$ cat src/box_blur_3x3_clipped_unit_assert.svh
// Assertion macros shared by the blur unit's queue and front end modules.
`ifndef BOX_BLUR_3X3_CLIPPED_UNIT_ASSERT_SVH
`define BOX_BLUR_3X3_CLIPPED_UNIT_ASSERT_SVH

// Consequent must hold in the same cycle as the antecedent.
`define BBC_ASSERT_SAME(label, ante, cons, msg) \
    label: assert property (@(posedge i_clk) disable iff (!i_rst_n) (ante) |-> (cons)) \
        else $error(msg);

// Consequent must hold in the cycle after the antecedent.
`define BBC_ASSERT_NEXT(label, ante, cons, msg) \
    label: assert property (@(posedge i_clk) disable iff (!i_rst_n) (ante) |=> (cons)) \
        else $error(msg);

`endif

$ cat src/bbc_pkg.sv
// Shared types, constants and the divisor table of the 3x3 clipped box blur.
`default_nettype none

package bbc_pkg;

    // Default sizing
    localparam int DEF_MAX_WIDTH  = 1024;
    localparam int DEF_MAX_HEIGHT = 4096;
    localparam int RESET_WIDTH    = 640;
    localparam int RESET_HEIGHT   = 480;

    // Pixel and window
    localparam int CH_W  = 8;
    localparam int PIX_W = 24;
    localparam int TAPS  = 9;

    // Configuration port
    localparam int CFG_IDX_W    = 1;
    localparam int CFG_DATA_W   = 13;
    localparam int WIDTH_REG_W  = 11;
    localparam int HEIGHT_REG_W = 13;

    // Mean arithmetic
    localparam int CNT_W       = 4;   // neighbour count 1..9
    localparam int COLSUM_W    = 10;  // three channel values
    localparam int SUM_W       = 12;  // nine channel values
    localparam int NUM_W       = 13;  // 2*sum + n
    localparam int RECIP_W     = 16;
    localparam int RECIP_SHIFT = 16;
    localparam int PROD_W      = NUM_W + RECIP_W;

    // Queue between front and back
    localparam int FIFO_DEPTH = 4;
    localparam int FIFO_PTR_W = 2;
    localparam int FIFO_CNT_W = 3;

    typedef enum logic [CFG_IDX_W-1:0] {
        REG_IMAGE_WIDTH  = 1'b0,
        REG_IMAGE_HEIGHT = 1'b1
    } t_cfg_reg;

    // One pending result: the window after the shift, which taps count, divisor, end flag
    typedef struct packed {
        logic [TAPS-1:0][PIX_W-1:0] taps;
        logic [TAPS-1:0]            use_mask;
        logic [CNT_W-1:0]           n;
        logic                       last;
    } t_win_entry;

    typedef struct packed {
        logic full;
        logic almost_full;
    } t_q_status;

    // ceil(2^16 / (2n)); exact floor division for numerators below 4600
    function automatic logic [RECIP_W-1:0] f_recip(input logic [CNT_W-1:0] n);
        logic [RECIP_W-1:0] m;
        begin
            case (n)
                4'd1:    m = 16'd32768;
                4'd2:    m = 16'd16384;
                4'd3:    m = 16'd10923;
                4'd4:    m = 16'd8192;
                4'd6:    m = 16'd5462;
                4'd9:    m = 16'd3641;
                default: m = 16'd0;
            endcase
            return m;
        end
    endfunction

endpackage

`default_nettype wire

$ cat src/bbc_fifo.sv
// Short queue of pending window entries between the front and the back.
`default_nettype none

`include "box_blur_3x3_clipped_unit_assert.svh"

module bbc_fifo (
    input  logic                  i_clk,
    input  logic                  i_rst_n,
    input  logic                  i_push,
    input  bbc_pkg::t_win_entry   i_data,
    input  logic                  i_pop,
    output logic                  o_valid,
    output bbc_pkg::t_win_entry   o_data,
    output bbc_pkg::t_q_status    o_status
);

    bbc_pkg::t_win_entry                  r_mem [bbc_pkg::FIFO_DEPTH];
    logic [bbc_pkg::FIFO_PTR_W-1:0]       r_wr_ptr;
    logic [bbc_pkg::FIFO_PTR_W-1:0]       r_rd_ptr;
    logic [bbc_pkg::FIFO_CNT_W-1:0]       r_count;

    // Status
    assign o_valid              = (r_count != '0);
    assign o_data               = r_mem[r_rd_ptr];
    assign o_status.full        = (r_count == bbc_pkg::FIFO_CNT_W'(bbc_pkg::FIFO_DEPTH));
    assign o_status.almost_full = (r_count >= bbc_pkg::FIFO_CNT_W'(bbc_pkg::FIFO_DEPTH - 1));

    // Pointers and fill count
    always_ff @(posedge i_clk) begin
        if (!i_rst_n) begin
            r_wr_ptr <= '0;
            r_rd_ptr <= '0;
            r_count  <= '0;
        end else begin
            if (i_push) begin
                r_wr_ptr <= r_wr_ptr + bbc_pkg::FIFO_PTR_W'(1);
            end
            if (i_pop) begin
                r_rd_ptr <= r_rd_ptr + bbc_pkg::FIFO_PTR_W'(1);
            end
            if (i_push && !i_pop) begin
                r_count <= r_count + bbc_pkg::FIFO_CNT_W'(1);
            end else if (!i_push && i_pop) begin
                r_count <= r_count - bbc_pkg::FIFO_CNT_W'(1);
            end
        end
    end

    // Entry storage
    always_ff @(posedge i_clk) begin
        if (i_push) begin
            r_mem[r_wr_ptr] <= i_data;
        end
    end

    `BBC_ASSERT_SAME(a_no_overflow, i_push, r_count < bbc_pkg::FIFO_CNT_W'(bbc_pkg::FIFO_DEPTH), "push into full queue")
    `BBC_ASSERT_SAME(a_no_underflow, i_pop, r_count != '0, "pop from empty queue")
    `BBC_ASSERT_NEXT(a_count_up, i_push && !i_pop, r_count == $past(r_count) + bbc_pkg::FIFO_CNT_W'(1), "fill count lost a push")

endmodule

`default_nettype wire

$ cat config.mk
export PLATFORM = sky130hd
export DESIGN_NAME = bbc_fifo
export DESIGN_NICKNAME = d
export VERILOG_FILES = /design/src/bbc_pkg.sv /design/src/bbc_fifo.sv
export VERILOG_INCLUDE_DIRS = /design/src /design/src/src
export SDC_FILE = /design/constraint.sdc
export NUM_CORES = 1
export LEC_CHECK = 0
export ABC_CLOCK_PERIOD_IN_PS = 15800
export BUFFER_PORTS_ARGS = -buffer_cell sky130_fd_sc_hd__buf_2
export CAP_MARGIN = 30
export CORE_MARGIN = 5
export CORE_UTILIZATION = 60
export DETAILED_ROUTE_END_ITERATION = 6
export PLACE_DENSITY_LB_ADDON = 0.05
export SLEW_MARGIN = 20
export SYNTH_ARGS = -nofsm -noshare
export SYNTH_HDL_FRONTEND = slang
export SYNTH_SLANG_ARGS = --single-unit
$ cat constraint.sdc
create_clock -name i_clk -period 15.8 [get_ports i_clk]
set_input_delay 0 -clock i_clk [delete_from_list [all_inputs] [get_ports i_clk]]
set_output_delay 0 -clock i_clk [all_outputs]
set_load 0.01 [all_outputs]
; ---- Yosys cells after proc, flatten, opt, wreduce, memory -nomap -nowiden
; Memories as Yosys holds them, arrays and structs flattened. A register that Yosys moved wholly into a read port is not among the register bits.
; Index checks and enable logic that the tools add are counted.
[word_totals]
ff_bits = 7
mem_bits_rw = 920
inputBits = 234
output_inout_bits = 233
elab_cells = 22
mem_count = 1
[op_classes]
n_addsub = 4
n_lt_le_gt_ge = 1
n_eq_ne = 1
mux = 6
n_reduce_logical = 6
[mem_list]
columns = name, depth, width, read_ports, rd_clocked_by_memory_dff, wr, line_no
row1 = r_mem, 4, 230, 1, 1, 1, bbc_fifo.sv:17  ; bbc_pkg::t_win_entry r_mem [bbc_pkg::FIFO_DEPTH];
[op_table]
columns = op, n
row1 = 3-bit two-way mux, 2
row2 = "2-bit by 1-bit adder with 2-bit output, second input constant", 2
row3 = 2-bit two-way mux, 2
row4 = "3-bit by 1-bit adder with 3-bit output, second input constant", 1
row5 = "3-bit == test, second input constant", 1
row6 = "3-bit by 2-bit >= comparator with 1-bit output, second input constant", 1
row7 = 3-bit nonzero test, 1
row8 = "3-bit by 1-bit subtractor with 3-bit output, second input constant", 1
row9 = 1-bit logical AND, 2
row10 = 1-bit logical NOT, 2
row11 = 1-bit two-way mux, 2
row12 = 2-bit nonzero test, 1

; ---- Logic depth before layout (Yosys ltp)
[depth]
depth_word = 4
mapped_depth = 7

; ---- Worst setup path before layout
; Ideal clock, no wire load.
[synth_timing]
path_kind = register to register
from = register r_wr_ptr[0] in the netlist's numbering
to = memory r_mem[0][0] in the netlist's numbering, enable pin
setup_time_ps = 619
arrival_time_ps = 5761
slack_ps = 9420
path_stages_with_launch = 4
n_path_buf = 0
period_less_slack_ps = 6380
cell_sequence = dfxtp_1 inv_1 ha_1 and2_1
[synth_rtl]
columns = element, line_no
row1 = start: declaration, bbc_fifo.sv:18  ; logic [bbc_pkg::FIFO_PTR_W-1:0] r_wr_ptr;
row2 = start signal: assignment, bbc_fifo.sv:36  ; r_wr_ptr <= r_wr_ptr + bbc_pkg::FIFO_PTR_W'(1);
row3 = end: declaration, bbc_fifo.sv:17
; Straight into the memory's write port.

==> flow_summary.json <==
{
  "wl_per_cell_um": 24.7,
  "synth-seq-cells": 929,
  "ant_nets": 0,
  "clk_pin_slew_ns": 0.06,
  "clkSinkCount": 929,
  "clk_latency_ns": 0.62,
  "first_pass_iters": 5,
  "maxCapViolCount": 0,
  "top_usage_layer": "met2",
  "ctsResizeCount": 0,
  "dp.cells": 2441,
  "cp-start-kind": "flip-flop",
  "crit_arrival_ns": 3.42,
  "syn_area_per_cell_sq_um": 27.2,
  "grtUsageMet1_pct": 31.3,
  "final_common_cell": "edfxtp_1",
  "synth_cells": 1246,
  "grt_pass1_wl_um": 106000,
  "synth_top_cell_area_share_pct": 81.6,
  "nFillCells": 3237,
  "final_cells": 2854,
  "drt_first_iter_violations": 1122,
  "hold_slack_ns": 0.131,
  "seqCellArea_sq_um": 27800,
  "pwr-share-comb_pct": 10.5,
  "synth_area_leaders": "edfxtp_1 (82%), mux4_2 (15%), buf_12 (1.3%)",
  "synthDistinctLibCells": 22,
  "setup_tns_ns": 0,
  "synth.yosys.seq_area_share_pct": 82.1,
  "antenna_found_initial": 13,
  "grt_util_all_layers_pct": 23.2,
  "setup_violations": 0,
  "fin_skew_ns": 0.0161,
  "critPathBufInv": 3,
  "grt_start_max_net_pins": 152,
  "grt.overflow.total": 0,
  "power_frac_seq_pct": 52.1,
  "yosysWarnings": 0,
  "finalHoldViolCount": 0,
  "cpPeakStageDelay_ns": 0.77,
  "clock_power_share_pct": 37.4,
  "peakVddDrop_mv": 0.115,
  "layout-drive-gt1-share_pct": 40.8,
  "grt_pass1_vias": 17100,
  "dp_hpwl_um": 42900,
  "routed_via_density": 5.61,
  "endpoint_kind": "output port",
  "vias": 16017,
  "p_leak_nw": 14.4,
  "critPathMaxFanout": 56,
  "root_buffer": "clkbuf_16",
  "multi_input_area_sq_um": 5450,
  "routed_wl_um": 70600,
  "syn_area_sq_um": 33900,
  "die_area_sq_um": 61300,
  "cts_tree": "done",
  "use_met3_pct": 6.66,
  "fmax_mhz": 292,
  "p_switching_mw": 1.18,
  "hold_path_class": "input port to flip-flop",
  "yosys.area.top_type": "edfxtp_1",
  "crit_family": "buffers and inverters",
  "portBuffers": 466,
  "synthesis.nets": 1486,
  "die_w_um": 248,
  "post-route-drc-count": 0,
  "cts_max_path_buffers": 3,
  "cts_buffers": 90,
  "rows": 87,
  "period_share_pct": 21.7,
  "htreeDepth": 3,
  "crit_chain": "buf_4, buf_4, mux4_2, buf_2",
  "slew_violations": 0,
  "intPower_mw": 4.32,
  "power_density_nw_per_um2": 130,
  "syn2layout_area_growth_pct": 24.6,
  "cp_common_cell": "buf_4",
  "rsz0062_at_grt": "false",
  "ios": 467,
  "swShare_pct": 21.5,
  "gp_congestion": 0.748,
  "die_h_um": 248,
  "required_ns": 15.80,
  "start_util_pct": 60.3,
  "layout_common_cells": "edfxtp_1 (920), buf_2 (466), dlygate4sd3_1 (236), mux4_2 (230), clkbuf_16 (93)",
  "tightest_slew_ns": 1.06,
  "finalCriticalPeriod_ns": 3.42,
  "critPathKind": "flip-flop to output port",
  "outcome": "complete, no violations",
  "critPathSlowestCell": "buf_4",
  "max-slew-margin-rel_pct": 29.7,
  "core_area_sq_um": 56200,
  "use_met2_pct": 38.0,
  "fin_nets": 2254
}
[what timing repair did]
item	in CTS	in global routing
hold buffers	236	0
setup buffers	0	0
endpoints found under the hold margin	940	0
[state kept, by name, indices dropped and copies added, names as in the netlist, named ones only]
name	count
r_wr_ptr	2
r_count	3
r_mem	920
r_rd_ptr	2
[power by group through the flow]
| stage | logic, mW | clock network [mW] | registers [mW] |
|---|---|---|---|
| floorplan | 0.321 | 0 | 2.93 |
| global placement | 0.513 | 0 | 2.92 |
| detailed placement | 0.532 | 0 | 2.92 |
| CTS | 0.586 | 2.10 | 2.87 |
| global route | 0.617 | 2.22 | 2.87 |
| finish | 0.576 | 2.06 | 2.87 |
[cell usage after synthesis]
cell / number
edfxtp_1: 920
or3_1: 2
fa_1: 1
ha_1: 5
buf_12: 22
o21ai_0: 1
buf_6: 1
xor2_1: 3
nand2_1: 1
nor3b_1: 1
mux4_2: 230
and2_1: 9
nor2b_1: 2
dfxtp_1: 9
clkbuf_1: 5
a21boi_0: 1
mux2i_1: 2
inv_1: 4
buf_4: 3
buf_2: 21
a21o_1: 1
xnor2_1: 2
[metrics by stage]
step / area (sq um) / utilization, % / setup slack [ns] / power (mW)
global route: 42200 / 75.1 / 12.23 / 5.71
finish: 42200 / 75.1 / 12.38 / 5.50
global placement: 36700 / 65.4 / 12.37 / 3.43
detailed placement: 36900 / 65.7 / 12.77 / 3.45
CTS: 42100 / 75.0 / 12.30 / 5.56
floorplan: 33900 / - / 9.42 / 3.25
[routing by layer]
layer / up-vias / share of wire [%]
met5: - / 0.058
met4: 6 / 2.7
met3: 116 / 7.7
met2: 520 / 51
met1: 8392 / 38
li1: 6983 / -
[cell families (layout without fill, tap and decap cells)]
kind of cell,count (synthesis),after routing,share of synthesized area (%)
buf+inv,56,898,1.81
fa+ha+maj,6,6,0.244
mux,232,232,15.4
flops,929,929,82.1
other cells,0,10,0
xor+xnor,5,5,0.129
simple gates,15,15,0.273
compound gates,3,3,0.0591
[final timing paths]
check / start / endpoint / slack, ns / cells past startpoint
hold reg to reg: r_count[2] / r_count[2] / 0.53 / 2
hold / removal: i_data[4] / r_mem[0][4] / 0.13 / 2
setup reg to reg: r_wr_ptr[0] / r_mem[2][145] / 12.85 / 5
setup / recovery: flip-flop / o_data[160] / 12.38 / 4
[layout make-up]
cell class / count / area share (%)
sequential: 929 / 65.9
timing repair buffer: 728 / 12.0
tap: 756 / 2.24
multi-input combinational: 261 / 12.9
inverter: 4 / 0.0356
clock inverter: 42 / 0.890
clock buffer: 124 / 5.91
antenna: 10 / 0.0593
Note: power is estimated with default switching activity, not from simulation.
