<file path="src/box_blur_3x3_clipped_unit_assert.svh">
// Assertion macros shared by the blur unit's queue and front end modules.
`ifndef BOX_BLUR_3X3_CLIPPED_UNIT_ASSERT_SVH
`define BOX_BLUR_3X3_CLIPPED_UNIT_ASSERT_SVH

// Consequent must hold in the same cycle as the antecedent.
`define BBC_ASSERT_SAME(label, ante, cons, msg) \
    label: assert property (@(posedge i_clk) disable iff (!i_rst_n) (ante) |-> (cons)) \
        else $error(msg);

// Consequent must hold in the cycle after the antecedent.
`define BBC_ASSERT_NEXT(label, ante, cons, msg) \
    label: assert property (@(posedge i_clk) disable iff (!i_rst_n) (ante) |=> (cons)) \
        else $error(msg);

`endif

</file>
<file path="src/bbc_pkg.sv">
// Shared types, constants and the divisor table of the 3x3 clipped box blur.
`default_nettype none

package bbc_pkg;

    // Default sizing
    localparam int DEF_MAX_WIDTH  = 1024;
    localparam int DEF_MAX_HEIGHT = 4096;
    localparam int RESET_WIDTH    = 640;
    localparam int RESET_HEIGHT   = 480;

    // Pixel and window
    localparam int CH_W  = 8;
    localparam int PIX_W = 24;
    localparam int TAPS  = 9;

    // Configuration port
    localparam int CFG_IDX_W    = 1;
    localparam int CFG_DATA_W   = 13;
    localparam int WIDTH_REG_W  = 11;
    localparam int HEIGHT_REG_W = 13;

    // Mean arithmetic
    localparam int CNT_W       = 4;   // neighbour count 1..9
    localparam int COLSUM_W    = 10;  // three channel values
    localparam int SUM_W       = 12;  // nine channel values
    localparam int NUM_W       = 13;  // 2*sum + n
    localparam int RECIP_W     = 16;
    localparam int RECIP_SHIFT = 16;
    localparam int PROD_W      = NUM_W + RECIP_W;

    // Queue between front and back
    localparam int FIFO_DEPTH = 4;
    localparam int FIFO_PTR_W = 2;
    localparam int FIFO_CNT_W = 3;

    typedef enum logic [CFG_IDX_W-1:0] {
        REG_IMAGE_WIDTH  = 1'b0,
        REG_IMAGE_HEIGHT = 1'b1
    } t_cfg_reg;

    // One pending result: the window after the shift, which taps count, divisor, end flag
    typedef struct packed {
        logic [TAPS-1:0][PIX_W-1:0] taps;
        logic [TAPS-1:0]            use_mask;
        logic [CNT_W-1:0]           n;
        logic                       last;
    } t_win_entry;

    typedef struct packed {
        logic full;
        logic almost_full;
    } t_q_status;

    // ceil(2^16 / (2n)); exact floor division for numerators below 4600
    function automatic logic [RECIP_W-1:0] f_recip(input logic [CNT_W-1:0] n);
        logic [RECIP_W-1:0] m;
        begin
            case (n)
                4'd1:    m = 16'd32768;
                4'd2:    m = 16'd16384;
                4'd3:    m = 16'd10923;
                4'd4:    m = 16'd8192;
                4'd6:    m = 16'd5462;
                4'd9:    m = 16'd3641;
                default: m = 16'd0;
            endcase
            return m;
        end
    endfunction

endpackage

`default_nettype wire

</file>
<file path="src/bbc_back.sv">
// Back end: clipped channel sums, rounded division by the neighbour count, output register.
`default_nettype none

module bbc_back (
    input  logic                         i_clk,
    input  logic                         i_rst_n,
    input  logic                         i_q_valid,
    input  bbc_pkg::t_win_entry          i_entry,
    output logic                         o_pop,
    output logic                         o_out_valid,
    input  logic                         i_out_stall,
    output logic [bbc_pkg::CH_W-1:0]     o_red_out,
    output logic [bbc_pkg::CH_W-1:0]     o_green_out,
    output logic [bbc_pkg::CH_W-1:0]     o_blue_out,
    output logic                         o_frame_last
);

    logic                                         r_b1_valid;
    logic [2:0][bbc_pkg::NUM_W-1:0]               r_b1_x;
    logic [bbc_pkg::RECIP_W-1:0]                  r_b1_m;
    logic                                         r_b1_last;
    logic                                         r_out_valid;
    logic [2:0][bbc_pkg::CH_W-1:0]                r_mean;
    logic                                         r_last;

    logic                                         out_adv;
    logic                                         b1_adv;
    logic [2:0][2:0][bbc_pkg::COLSUM_W-1:0]       col_sum;
    logic [2:0][bbc_pkg::SUM_W-1:0]               sum;
    logic [2:0][bbc_pkg::NUM_W-1:0]               num;
    logic [2:0][bbc_pkg::PROD_W-1:0]              prod;

    // Pipeline flow
    assign out_adv = !r_out_valid || !i_out_stall;
    assign b1_adv  = !r_b1_valid || out_adv;
    assign o_pop   = i_q_valid && b1_adv;

    // Masked sums per column then across columns; numerator 2*sum + n
    always_comb begin
        for (int ch = 0; ch < 3; ch++) begin
            for (int i = 0; i < 3; i++) begin
                col_sum[ch][i] = '0;
                for (int k = 0; k < 3; k++) begin
                    if (i_entry.use_mask[i*3 + k]) begin
                        col_sum[ch][i] = col_sum[ch][i] +
                            {2'b00, i_entry.taps[i*3 + k][(2 - ch)*bbc_pkg::CH_W +: bbc_pkg::CH_W]};
                    end
                end
            end
            sum[ch] = {2'b00, col_sum[ch][0]} + {2'b00, col_sum[ch][1]} +
                      {2'b00, col_sum[ch][2]};
            num[ch] = {sum[ch], 1'b0} +
                      {{(bbc_pkg::NUM_W - bbc_pkg::CNT_W){1'b0}}, i_entry.n};
        end
    end

    // Reciprocal multiply gives floor(num / 2n)
    always_comb begin
        for (int ch = 0; ch < 3; ch++) begin
            prod[ch] = {{bbc_pkg::RECIP_W{1'b0}}, r_b1_x[ch]} *
                       {{bbc_pkg::NUM_W{1'b0}}, r_b1_m};
        end
    end

    // Valid bits
    always_ff @(posedge i_clk) begin
        if (!i_rst_n) begin
            r_b1_valid  <= 1'b0;
            r_out_valid <= 1'b0;
        end else begin
            if (b1_adv) begin
                r_b1_valid <= i_q_valid;
            end
            if (out_adv) begin
                r_out_valid <= r_b1_valid;
            end
        end
    end

    // Payload
    always_ff @(posedge i_clk) begin
        if (o_pop) begin
            r_b1_x    <= num;
            r_b1_m    <= bbc_pkg::f_recip(i_entry.n);
            r_b1_last <= i_entry.last;
        end
        if (out_adv && r_b1_valid) begin
            for (int ch = 0; ch < 3; ch++) begin
                r_mean[ch] <= prod[ch][bbc_pkg::RECIP_SHIFT +: bbc_pkg::CH_W];
            end
            r_last <= r_b1_last;
        end
    end

    assign o_out_valid  = r_out_valid;
    assign o_red_out    = r_mean[0];
    assign o_green_out  = r_mean[1];
    assign o_blue_out   = r_mean[2];
    assign o_frame_last = r_last;

endmodule

`default_nettype wire

</file>
<file path="config.mk">
export PLATFORM = sky130hd
export DESIGN_NAME = bbc_back
export DESIGN_NICKNAME = d
export VERILOG_FILES = /design/src/box_blur_3x3_clipped_unit_assert.svh /design/src/bbc_pkg.sv /design/src/bbc_back.sv
export SDC_FILE = /design/constraint.sdc
export NUM_CORES = 2
export LEC_CHECK = 0
export BUFFER_PORTS_ARGS = -buffer_cell sky130_fd_sc_hd__buf_2
export CORE_UTILIZATION = 60
export CTS_CLUSTER_DIAMETER = 100
export DETAILED_ROUTE_END_ITERATION = 8
export PLACE_DENSITY = 0.81
export SYNTH_ARGS = -nofsm -noshare
export SYNTH_HDL_FRONTEND = slang
export SYNTH_SLANG_ARGS = --single-unit
</file>
<file path="constraint.sdc">
create_clock -name i_clk -period 15.1 [get_ports i_clk]
set_input_delay 0.755 -clock i_clk [delete_from_list [all_inputs] [get_ports i_clk]]
set_output_delay 0.755 -clock i_clk [all_outputs]
set_load 0.02 [all_outputs]
</file>
; Word-level counts from Yosys, hierarchy flattened
; Cells that the tools add are included.
[totals]
elab_cells = 82
in_bits = 234
register_bits = 83
out_inout_bits = 27
[classes]
mux = 28
eq_ne = 6
add_sub_neg = 27
reduce_logical = 7
mul = 3
[ops]
columns = op, count
row1 = 10-bit by 8-bit adder with 10-bit output, 18
row2 = 10-bit two-way mux, 18
row3 = 16-bit case mux with 6 select lines, 1
row4 = 13-bit by 16-bit multiplier with 24-bit output, 3
row5 = 8-bit two-way mux, 9
row6 = 13-bit by 4-bit adder with 13-bit output, 3
row7 = 11-bit by 10-bit adder with 12-bit output, 3
row8 = 10-bit by 10-bit adder with 11-bit output, 3
row9 = "4-bit by 2-bit == test with 1-bit output, second input constant", 2
row10 = "4-bit by 3-bit == test with 1-bit output, second input constant", 2
row11 = "4-bit by 1-bit == test with 1-bit output, second input constant", 1
row12 = "4-bit == test, second input constant", 1
row13 = 1-bit zero test, 3
row14 = 1-bit logical AND, 2
row15 = 1-bit logical OR, 2

; Longest topological paths before layout
[depth]
depth_word = 8
ltp_mapped = 28
mapped_depth_nobuf = 27

; Worst setup path before layout
; No wires, ideal clock.
[synth_path]
path_type = input-to-reg
from = input i_entry[8] in the netlist's numbering
to = register r_b1_x[11] in the netlist's numbering (data pin)
path_buffers = 2
slack_ns = 8.869
required_time_ns = 14.837
arrival_time_ns = 5.968
stages = 26
setup_ns = 0.263
cell_sequence = clkbuf_1 -> clkbuf_1 -> and2_1 -> ha_1 -> fa_1 -> maj3_1 -> a32o_1 -> xnor2_1 -> mux2_2 -> ha_1 -> nand2_1 -> o21ai_0 -> nor2_1 -> xor2_1 -> nand2_1 -> o21ai_0 -> fa_1 -> inv_1 -> ha_1 -> o21ai_0 -> nor2_1 -> o31a_1 -> a21o_1 -> nor4_1 -> nand3b_1 -> xor2_1
[synth_lines]
columns = item, line
row1 = "start, declared", bbc_back.sv:8  ; input bbc_pkg::t_win_entry i_entry,
row2 = "end signal, assigned", bbc_back.sv:83  ; r_b1_x <= num;
row3 = "end, declared", bbc_back.sv:19  ; logic [2:0][bbc_pkg::NUM_W-1:0] r_b1_x;

==> results_tabular.tex <==
\begin{tabular}{lr}
\hline
Metric & Value \\
\hline
\multicolumn{2}{l}{\textbf{Outcome}} \\
\quad Run status & completed \\
\multicolumn{2}{l}{\textbf{Timing}} \\
\quad Final clock skew & 0.0173 ns \\
\quad Final worst hold slack & 0.424 ns \\
\quad Share of the clock period used by the worst path & 42.5\% \\
\quad Max Fclk & 156 MHz \\
\quad Pin slew with the least headroom to its limit & 1.18 ns \\
\quad Total of endpoints with negative setup slack in the final report & 0 \\
\quad Total count of hold-check failures in the final report & 0 \\
\quad Final-layout setup total negative slack & 0 ns \\
\quad Final Worst Setup Slack & 8.68 ns \\
\quad Minimum clock period & 6.42 ns \\
\quad RSZ-0062 raised after global routing & false \\
\quad Final count of pins violating max slew & 0 \\
\quad Relative max-transition margin & 21.1\% \\
\multicolumn{2}{l}{\textbf{Yosys}} \\
\quad Post-Synthesis Cell Area & 26800 µm² \\
\quad Yosys Warn Count & 0 \\
\quad Synthesis-stage register bit count & 73 \\
\quad Number of library cell types mapped by synthesis & 71 \\
\quad Most common flop cell mapped by yosys & sky130\_fd\_sc\_hd\_\_edfxtp\_1 \\
\quad Synthesized net count & 3935 \\
\quad Syn\_area\_per\_cell & 9.16 µm² \\
\quad EDFF count, synth & 71 \\
\quad Seq/Total Area, Yosys & 8.12\% \\
\quad Number of instances in the synthesized netlist & 2921 \\
\quad Post-synth ARST share & 0\% \\
\multicolumn{2}{l}{\textbf{Die}} \\
\quad Die outline area & 45500 µm² \\
\quad Die Height & 213 µm \\
\quad Initial standard-cell utilization of the core & 60.7\% \\
\quad Total I/O pin count & 261 \\
\quad Standard cell core area & 44100 µm² \\
\quad Chip Width & 213 µm \\
\quad Standard-cell row count & 77 \\
\multicolumn{2}{l}{\textbf{Cells and area}} \\
\quad Layout filler cell count & 3645 \\
\quad Proportion of layout cells with a drive suffix above 1 & 10.8\% \\
\quad \# nets final & 4146 \\
\quad Commonest non-fill, non-tap cells in the layout & sky130\_fd\_sc\_hd\_\_inv\_1 (563), sky130\_fd\_sc\_hd\_\_fa\_1 (450), sky130\_fd\_sc\_hd\_\_ha\_1 (330) \\
\quad Most common cell after layout, fill and taps aside & sky130\_fd\_sc\_hd\_\_inv\_1 \\
\quad Area delta synth->final & 8.10\% \\
\multicolumn{2}{l}{\textbf{Critical path}} \\
\quad Critical path startpoint & i\_entry[8] \\
\quad Worst path top cell family by delay & adder cells \\
\quad Type of element launching the critical path & primary input \\
\quad Buffer and inverter count on the worst path & 2 \\
\quad Worst stage delay on the critical path & 0.57 ns \\
\quad Critical-path cell with the highest stage delay & sky130\_fd\_sc\_hd\_\_fa\_1 \\
\quad Arrival @ worst endpoint & 6.56 ns \\
\quad Setup Crit Path Kind & primary input to flop \\
\quad Crit Path Max Fanout & 33 \\
\quad Critical register-to-register path startpoint & r\_b1\_m[11] \\
\quad Required time at the worst-slack endpoint & 15.24 ns \\
\quad Setup crit end kind & flop \\
\multicolumn{2}{l}{\textbf{Clock network}} \\
\quad Worst-Skew Late Latency & 0.38 ns \\
\quad Maximum clock insertion buffer count & 2 \\
\quad Cts bufs inserted & 9 \\
\quad TritonCTS clock tree & yes \\
\quad Htree depth & 3 \\
\quad Number of buffers inserted for hold repair after clock tree synthesis & 0 \\
\quad Post-cts gate resize count & 0 \\
\quad Clock root buffer master & sky130\_fd\_sc\_hd\_\_clkbuf\_16 \\
\quad Num Clock Sinks & 73 \\
\quad Clock-pin slew reported for the worst setup and hold paths after clock tree synthesis & 0.08 ns \\
\quad Number of buffers added for setup after CTS & 0 \\
\multicolumn{2}{l}{\textbf{Global routing}} \\
\quad Largest net degree at the start of global routing & 49 \\
\quad Total GRT Usage & 31.7\% \\
\quad Wire length of the first global-routing pass & 111000 µm \\
\quad Overflow left after global routing & 0 \\
\quad Antenna violations before repair & 5 \\
\quad Vias in the first global route & 22.3k \\
\multicolumn{2}{l}{\textbf{Routing}} \\
\quad Routed wire per std cell & 18.3 µm \\
\quad Detailed-route vias per instance & 5.62 \\
\quad Number of design-rule violations left by the first detailed-router iteration & 1161 \\
\quad Via count & 21.0k \\
\quad Number of iterations in the first detailed-routing pass & 5 \\
\quad DRT Wirelength & 68500 µm \\
\quad Antenna Nets Post-Route & 0 \\
\quad Drc violations & 0 \\
\multicolumn{2}{l}{\textbf{Place}} \\
\quad Worst slack at placement & 8.34 ns \\
\quad Number of port buffers & 260 \\
\quad Placed wire-length estimate & 59700 µm \\
\quad Routability cong. & 0.972 \\
\multicolumn{2}{l}{\textbf{Run}} \\
\quad Max cap viols & 0 \\
\multicolumn{2}{l}{\textbf{Hold path}} \\
\quad Class of the most critical hold timing path & flop to flop \\
\quad Origin of the worst min-delay path & r\_b1\_last \\
\hline
\end{tabular}
sequential cells by signal, summed over array words and instances, names as in the netlist:
register      count
r_b1_x           37
o_blue_out        8
o_green_out       8
o_red_out         8
r_b1_m            8
o_frame_last      1
o_out_valid       1
r_b1_last         1
r_b1_valid        1
worst paths after layout:
path	end	slack, ns	depth (start not counted)
max	r_b1_x[11]	8.68	25
min reg2reg	o_frame_last	0.42	0
min	o_frame_last	0.42	0
max reg2reg	o_green_out[7]	9.06	17
cells in the mapped netlist, types with 8 or more instances:
cell                       count  area, µm²
sky130_fd_sc_hd__o211ai_1     11       82.6
sky130_fd_sc_hd__and2_1      233       1460
sky130_fd_sc_hd__and3_1        8       50.1
sky130_fd_sc_hd__nor3_1       30        150
sky130_fd_sc_hd__fa_1        450       9010
sky130_fd_sc_hd__mux2i_1      24        240
sky130_fd_sc_hd__nor2_1      117        439
sky130_fd_sc_hd__a21o_1       74        556
sky130_fd_sc_hd__or3_1        11       68.8
sky130_fd_sc_hd__o21ai_0     117        586
sky130_fd_sc_hd__a211oi_1     17        128
sky130_fd_sc_hd__mux2_2       39        439
sky130_fd_sc_hd__nand2_1     202        758
sky130_fd_sc_hd__nand2b_1     13       81.3
sky130_fd_sc_hd__nand4_1      10       62.6
sky130_fd_sc_hd__clkbuf_1     64        240
sky130_fd_sc_hd__xor2_1       64        561
sky130_fd_sc_hd__a31oi_1       8       50.1
sky130_fd_sc_hd__o21bai_1     16        120
sky130_fd_sc_hd__xnor2_1     126       1100
sky130_fd_sc_hd__o31a_1        8       70.1
sky130_fd_sc_hd__edfxtp_1     71       2130
sky130_fd_sc_hd__ha_1        330       4130
sky130_fd_sc_hd__nor2b_1      17        106
sky130_fd_sc_hd__o21a_1       34        255
sky130_fd_sc_hd__maj3_1        9       90.1
sky130_fd_sc_hd__o31ai_1       9       67.6
sky130_fd_sc_hd__a21oi_1     115        576
sky130_fd_sc_hd__inv_1       563       2110
sky130_fd_sc_hd__nand3_1      23        115
cell type report:
| type | count | area [µm²] | share of cell area, % |
|---|---|---|---|
| Multi-Input combinational cell | 2217 | 22200 | 76.9 |
| Sequential cell | 73 | 2170 | 7.51 |
| Inverter | 563 | 2110 | 7.30 |
| Timing Repair Buffer | 268 | 1360 | 4.71 |
| Tap cell | 592 | 741 | 2.56 |
| Clock buffer | 9 | 225 | 0.778 |
| Clock inverter | 7 | 77.6 | 0.268 |
| Antenna cell | 3 | 7.51 | 0.0259 |
kinds of logic (layout without fill, tap and decap cells):
logic type | count (synthesis) | count (layout) | synth area share [%]
DFF | 73 | 73 | 8.12
muxes | 64 | 64 | 2.59
buffers and inverters | 631 | 847 | 8.85
AOI/OAI and AO/OA | 481 | 481 | 11.7
xor gates and xnor gates | 190 | 190 | 6.22
and+or+nand+nor | 691 | 691 | 13.0
other | 0 | 3 | 0
adders and majority gates | 791 | 791 | 49.5
per-stage QoR:
step | instance area (µm²) | utilization, % | cells
6_report | 28900 | 65.6 | 3732
5_1_grt | 28900 | 65.6 | 3731
4_1_cts | 28900 | 65.6 | 3729
3_5_place_dp | 28600 | 64.9 | 3713
3_3_place_gp | 28600 | 64.9 | 3713
2_1_floorplan | 26800 | - | 2921
routing by layer:
metal	track usage, %	part of all wire [%]	vias up
li1	-	-	9883
met1	37.9	40	10291
met2	56.1	51	639
met3	4.10	4.9	150
met4	15.2	4.8	4
met5	0	0.034	-
Power is left out: the tool's default activity adds up to more than one toggle a clock period on the data nets, which glitch-free logic cannot reach.
